**config.mk**
```make
export PLATFORM = sky130hd
export DESIGN_NAME = swfv_sqrt
export DESIGN_NICKNAME = d
export VERILOG_FILES = /design/src/swfv_pkg.sv /design/src/swfv_sqrt.sv
export SDC_FILE = /design/constraint.sdc
export NUM_CORES = 2
export LEC_CHECK = 0
export BUFFER_PORTS_ARGS = -buffer_cell sky130_fd_sc_hd__buf_2
export CAP_MARGIN = 20
export CORE_MARGIN = 2
export CORE_UTILIZATION = 45
export DETAILED_ROUTE_END_ITERATION = 6
export SLEW_MARGIN = 20
export SYNTH_ARGS = -nofsm -noshare
export SYNTH_HDL_FRONTEND = slang
export SYNTH_MEMORY_MAX_BITS = 65536
export SYNTH_SLANG_ARGS = --single-unit
```
**constraint.sdc**
```tcl
create_clock -name clk -period 7.6 [get_ports clk]
set_clock_uncertainty 0.15 [all_clocks]
set_input_delay 1.14 -clock clk [delete_from_list [all_inputs] [get_ports clk]]
set_output_delay 1.14 -clock clk [all_outputs]
set_load 0.02 [all_outputs]
```
**src/swfv_pkg.sv**
```systemverilog
// Shared fixed-point types, constants and arithmetic helpers for the face velocity block.
package swfv_pkg;

  localparam int WB = 32;
  localparam int FB = 16;

  typedef logic signed [WB-1:0] q_t;

  localparam q_t Q_MAX     = 32'sh7fff_ffff;
  localparam q_t Q_MIN     = 32'sh8000_0000;
  localparam q_t Q_ONE     = 32'sh0001_0000;
  localparam q_t Q_HALF    = 32'sh0000_8000;
  localparam q_t Q_QUARTER = 32'sh0000_4000;
  localparam q_t Q_GRAV    = 32'sh0009_cf5c;

  localparam int CFG_IDX_BITS = 3;
  localparam logic [CFG_IDX_BITS-1:0] CFG_INV_DT  = 3'd0;
  localparam logic [CFG_IDX_BITS-1:0] CFG_INV_DX  = 3'd1;
  localparam logic [CFG_IDX_BITS-1:0] CFG_ADV     = 3'd2;
  localparam logic [CFG_IDX_BITS-1:0] CFG_FRIC    = 3'd3;
  localparam logic [CFG_IDX_BITS-1:0] CFG_FMODE   = 3'd4;
  localparam logic [CFG_IDX_BITS-1:0] CFG_XUPWIND = 3'd5;
  localparam logic [CFG_IDX_BITS-1:0] CFG_DTHR    = 3'd6;

  localparam logic FMODE_CHEZY = 1'b1;

  localparam logic [1:0] EDGE_FIRST = 2'd1;
  localparam logic [1:0] EDGE_LAST  = 2'd2;

  // cube root operand is h << 2*FB, taken three bits per step
  localparam int CX_BITS = WB - 1 + 2 * FB;
  localparam int CR_BITS = (CX_BITS + 2) / 3;

  function automatic logic [WB-1:0] mag(input q_t a);
    return a[WB-1] ? WB'(-a) : WB'(a);
  endfunction

  function automatic q_t from_mag(input logic neg, input logic [63:0] m);
    if (!neg) return (m > 64'(Q_MAX)) ? Q_MAX : q_t'(m[WB-1:0]);
    if (m > 64'(Q_MAX) + 64'd1) return Q_MIN;
    return q_t'(-m[WB-1:0]);
  endfunction

  function automatic q_t sat_wide(input logic [WB:0] v);
    if (v[WB] != v[WB-1]) return v[WB] ? Q_MIN : Q_MAX;
    return q_t'(v[WB-1:0]);
  endfunction

  function automatic q_t sadd(input q_t a, input q_t b);
    return sat_wide({a[WB-1], a} + {b[WB-1], b});
  endfunction

  function automatic q_t ssub(input q_t a, input q_t b);
    return sat_wide({a[WB-1], a} - {b[WB-1], b});
  endfunction

  // rounded half away from zero, saturated
  function automatic q_t mulq(input q_t a, input q_t b);
    logic [2*WB-1:0] p;
    p = {{WB{1'b0}}, mag(a)} * {{WB{1'b0}}, mag(b)};
    p = p + (2*WB)'(1 << (FB - 1));
    return from_mag(a[WB-1] ^ b[WB-1], 64'(p[2*WB-1:FB]));
  endfunction

endpackage

```
**src/swfv_sqrt.sv**
```systemverilog
// Pipelined floor square root of a 2*WB-bit value, one result bit per stage.
module swfv_sqrt import swfv_pkg::*; #(
  parameter int SW = 1
) (
  input  logic            clk,
  input  logic            rst_n,
  input  logic            en,
  input  logic            in_valid,
  input  logic [2*WB-1:0] x,
  input  logic [SW-1:0]   in_side,
  output logic            out_valid,
  output logic [WB-1:0]   root,
  output logic [SW-1:0]   out_side
);

  typedef struct packed {
    logic [2*WB-1:0] x;
    logic [WB+1:0]   rem;
    logic [WB-1:0]   root;
  } sst_t;

  function automatic sst_t sq_step(input sst_t s);
    sst_t          n;
    logic [WB+1:0] rem2;
    logic [WB+1:0] trial;
    rem2  = {s.rem[WB-1:0], s.x[2*WB-1 -: 2]};
    trial = {s.root, 2'b01};
    n.x   = s.x << 2;
    if (rem2 >= trial) begin
      n.rem  = rem2 - trial;
      n.root = {s.root[WB-2:0], 1'b1};
    end else begin
      n.rem  = rem2;
      n.root = {s.root[WB-2:0], 1'b0};
    end
    return n;
  endfunction

  sst_t           st_r   [0:WB];
  logic [SW-1:0]  side_r [0:WB];
  logic [WB:0]    vld_r;

  always_ff @(posedge clk) begin
    if (!rst_n) begin
      vld_r <= '0;
    end else if (en) begin
      vld_r <= {vld_r[WB-1:0], in_valid};
    end
  end

  always_ff @(posedge clk) begin
    if (en) begin
      st_r[0]   <= '{x: x, rem: '0, root: '0};
      side_r[0] <= in_side;
      for (int k = 1; k <= WB; k++) begin
        st_r[k]   <= sq_step(st_r[k-1]);
        side_r[k] <= side_r[k-1];
      end
    end
  end

  assign out_valid = vld_r[WB];
  assign root      = st_r[WB].root;
  assign out_side  = side_r[WB];

endmodule

```
### After elaboration in Yosys (flattened, before gate mapping)

Memory sizes are Yosys's and may differ from the RTL's.
Cells that the tools add are included.

* flip-flop bits (word level): 33
* memory bits (writable): 4323
* bits of input ports: 69
* output and inout port bits: 34
* word-level logic and storage cells: 133
* memories: 2

* add/subtract/negate cells: 32
* magnitude comparators: 32
* multiplexer cells: 66

Memories
* st_r: words 33, bits a word 130, rd ports 33, clocked after Yosys merged registers in 0, wr ports 33, RTL line swfv_sqrt.sv:39 `sst_t st_r [0:WB];`
* side_r: words 33, bits a word 1, rd ports 33, clocked after Yosys merged registers in 0, wr ports 33, RTL line swfv_sqrt.sv:40 `logic [SW-1:0] side_r [0:WB];`

Operators with widths (count)
* two-way mux 66 bit: 64
* greater-or-equal comparator 34 bit: 32
* subtractor 34 bit: 32
* two-way mux 1 bit: 2

### Logic depth before layout (Yosys ltp)

* depth after elaboration: 3
* gate-level depth with buffers: 15
* mapped depth without buffers: 14

### Worst setup path before layout

OpenSTA, ideal clock, no wires.

* kind: register -> register
* from: memory st_r[0][3932] in the netlist's numbering
* to: memory st_r[0][4078] in the netlist's numbering (data pin)
* data arrival time: 3.141 ns
* required time: 7.190 ns
* path slack: 4.049 ns
* cell stages (with the launch flop): 13
* buffers on the path: 2
* clock period less this slack: 3.551 ns
* cells stage by stage: edfxtp_1 ha_1 nor2b_1 o2111ai_1 and3_1 or4b_2 nand2_1 a211o_1 a21o_1 a31o_2 buf_2 buf_2 mux2_2

RTL lines (RTL line)
* from (decl): swfv_sqrt.sv:39

==> flow_metrics.tcl <==
set metrics [dict create \
    drt-initial-drc-count 5470 \
    root_buffer "clkbuf_16" \
    io_pins 103 \
    die-area_sq_um 266000 \
    final_area_sq_um 132000 \
    clk_latency_ns 0.86 \
    place_area_sq_um 123000 \
    finalSetupViolations 0 \
    synth-seq-area-share_pct 65.8 \
    wl_microns 237000 \
    ys_types 98 \
    areaGrowthSynthToFinish_pct 12.1 \
    avgSynthCellArea_sq_um 13.2 \
    core_sq_um 260000 \
    drive_gt1_share_pct 7.56 \
    whs_ns 0.239 \
    cts_tree "yes" \
    multi_input_area_sq_um 37200 \
    post-place-ws_ns 2.73 \
    synth_enable_flop_cells 2562 \
    peakVddDrop_uv 206 \
    worstPathRequired_ns 8.03 \
    cts-resized-gates 0 \
    seq_area_sq_um 77600 \
    end_kind "register" \
    hold_buffers 0 \
    startpoint_type "register" \
    finalHoldViolations 0 \
    synth_fp_nets 9570 \
    die_x_microns 516 \
    path_cells "inv_1 -> ha_1 -> nor2b_1 -> o31a_1 -> nor4b_1 -> o31ai_1 -> a31oi_1 -> o41ai_1 -> a31oi_1 -> a31o_4 -> mux2_2" \
    die_h_microns 516 \
    slew_violations 0 \
    drt_first_pass_iters 6 \
    ys.flop_type "edfxtp_1" \
    netlist_instances 8940 \
    p_leak_nw 50.1 \
    worst_pin_slew_ns 1.01 \
    htreeDepth 5 \
    status "finished, final reports clean" \
    portBuffers 102 \
    postCtsSetupRepairBufs 0 \
    grt_use_total_pct 17.6 \
    cts.sinks 2595 \
    grt_setup_unrepaired "false" \
    cpPeakStageDelay_ns 0.64 \
    tns_ns 0 \
    crit_type "reg -> reg" \
    cts_buffers 292 \
    grt_overflow 0 \
    path_max_fanout 59 \
    fill_cells 21900 \
    syn_area_sq_um 118000 \
    post_drt_wl_per_cell_microns 18.3 \
    drc 0 \
    hold_class "reg -> reg" \
    fin_util_pct 50.8 \
    place.gp.congestion 0.877 \
    nets 9859 \
    grt_pass1_wl_microns 374000 \
    r2r_slack_ns 2.91 \
    fmax_mhz 213 \
    fin_ws_ns 2.91 \
    slew_headroom_pct 32.3 \
    rows 187 \
    finalCritPeriodShare_pct 61.7 \
    critPathArrivalTime_ns 5.12 \
    ys_ff_latch 2595 \
    ant_nets 0 \
    vias_per_cell 5.34 \
    initial_core_util_pct 45.3 \
    grt_pass1_vias 67800 \
    pwr_density_cell_nw_per_um2 309 \
    clock_tree.buffer_depth 4 \
    grt_max_degree 175 \
    via_count 69200 \
    cp_slowest_cell "a31o_4" \
    cp_common_cell "a31oi_1" \
    fin_crit_ns 4.69 \
    ys_async_sr_fraction_pct 0 \
    yosysWarnings 0 \
    clk_pin_slew_worst_paths_ns 0.06 \
    place_inst 12400 \
    maxCapViolCount 0 \
    final_cells 13000 \
    finalPower_mw 40.9 \
    antenna_found_initial 2 \
    hpwl_microns 167000 \
]
final timing paths:
path | from | to | depth (start not counted)
setup / recovery | st_r[0][3640] | st_r[0][3827] | 11
hold / removal | st_r[0][1535] | st_r[0][1667] | 0
setup reg to reg | st_r[0][3640] | st_r[0][3827] | 11
hold reg to reg | st_r[0][1535] | st_r[0][1667] | 0
cells by family after synthesis:
kind of cell	count (synthesis)	synth area share, %
other	1	0.00318
buffers and inverters	845	2.71
xor gates and xnor gates	793	5.89
muxes	108	0.987
adders and majority gates	561	5.96
AOI/OAI and AO/OA	1752	9.19
DFF	2595	65.8
and+or+nand+nor	2285	9.42
where the power goes:
part,internal [mW],leakage (nW),switching [mW]
combinational,3.27,20.7,4.60
clock,8.13,4.55,5.68
sequential,18.0,24.9,1.17
critical path: cells and delay by family, from the launching register on:
kind                     cells  cell delay [ns]
adder cells (fa/ha/maj)      1             0.35
AND/OR/NAND/NOR              2             0.71
flip-flops                   1             0.36
buffers and inverters        1             0.05
AO/OA/AOI/OAI                6             2.37
multiplexers                 1             0.40
synthesized netlist by cell type (all sizes together) (28+ instances only):
| cell | n | area (sq um) |
|---|---|---|
| nand2 | 671 | 2520 |
| a31oi | 54 | 338 |
| nor2 | 551 | 2080 |
| nand4 | 89 | 557 |
| o31ai | 47 | 353 |
| o21bai | 46 | 345 |
| or4 | 42 | 319 |
| nand3 | 135 | 676 |
| o211ai | 28 | 210 |
| mux2i | 42 | 420 |
| nor3 | 222 | 1130 |
| edfxtp | 2562 | 76900 |
| nand2b | 92 | 576 |
| or3 | 80 | 505 |
| ha | 561 | 7020 |
| dfxtp | 33 | 661 |
| and3 | 45 | 282 |
| inv | 684 | 2570 |
| a21oi | 541 | 2710 |
| a21o | 206 | 1550 |
| a211oi | 53 | 403 |
| mux2 | 66 | 743 |
| xnor2 | 391 | 3420 |
| xor2 | 402 | 3520 |
| buf | 32 | 144 |
| and2 | 35 | 219 |
| nor4 | 105 | 669 |
| nor2b | 100 | 626 |
| o21ai | 480 | 2410 |
| o21a | 93 | 698 |
| clkbuf | 128 | 480 |
layout make-up:
type / count / area share, %
Sequential cell: 2595 / 58.7
Timing Repair Buffer: 155 / 0.842
Antenna cell: 5 / 0.00947
Multi-Input combinational cell: 5500 / 28.1
Tap cell: 3496 / 3.31
Clock inverter: 166 / 1.28
Inverter: 685 / 1.95
Clock buffer: 352 / 5.78
flip-flops by register name, indices dropped and copies added, names as in the netlist:
register	cells
side_r	33
st_r	2529
vld_r	33
placed cells by master, fill, tap and decap left out, types with 46 or more instances in the layout:
| cell | synthesis | layout |
|---|---|---|
| a211oi_1 | 52 | 51 |
| a21o_1 | 206 | 206 |
| a21oi_1 | 541 | 539 |
| a31oi_1 | 54 | 53 |
| buf_2 | 16 | 101 |
| clkbuf_1 | 128 | 55 |
| clkbuf_16 | 0 | 297 |
| clkinv_1 | 1 | 55 |
| clkinv_2 | 0 | 48 |
| edfxtp_1 | 2562 | 2562 |
| ha_1 | 561 | 561 |
| inv_1 | 681 | 681 |
| mux2_2 | 66 | 66 |
| nand2_1 | 671 | 671 |
| nand2b_1 | 92 | 92 |
| nand3_1 | 135 | 133 |
| nand4_1 | 89 | 89 |
| nor2_1 | 550 | 548 |
| nor2b_1 | 100 | 99 |
| nor3_1 | 219 | 219 |
| nor4_1 | 103 | 103 |
| o21a_1 | 93 | 93 |
| o21ai_0 | 475 | 475 |
| o21bai_1 | 46 | 46 |
| o31ai_1 | 47 | 46 |
| or3_1 | 79 | 79 |
| xnor2_1 | 391 | 391 |
| xor2_1 | 402 | 402 |
per-layer routing:
metal  global-route usage, %  share of wire (%)
met4                    6.57                3.6
met1                    23.3                 44
met5                       0                  0
met3                    2.17                3.8
met2                    29.7                 48
No activity file was read; power rests on OpenSTA's default activity.
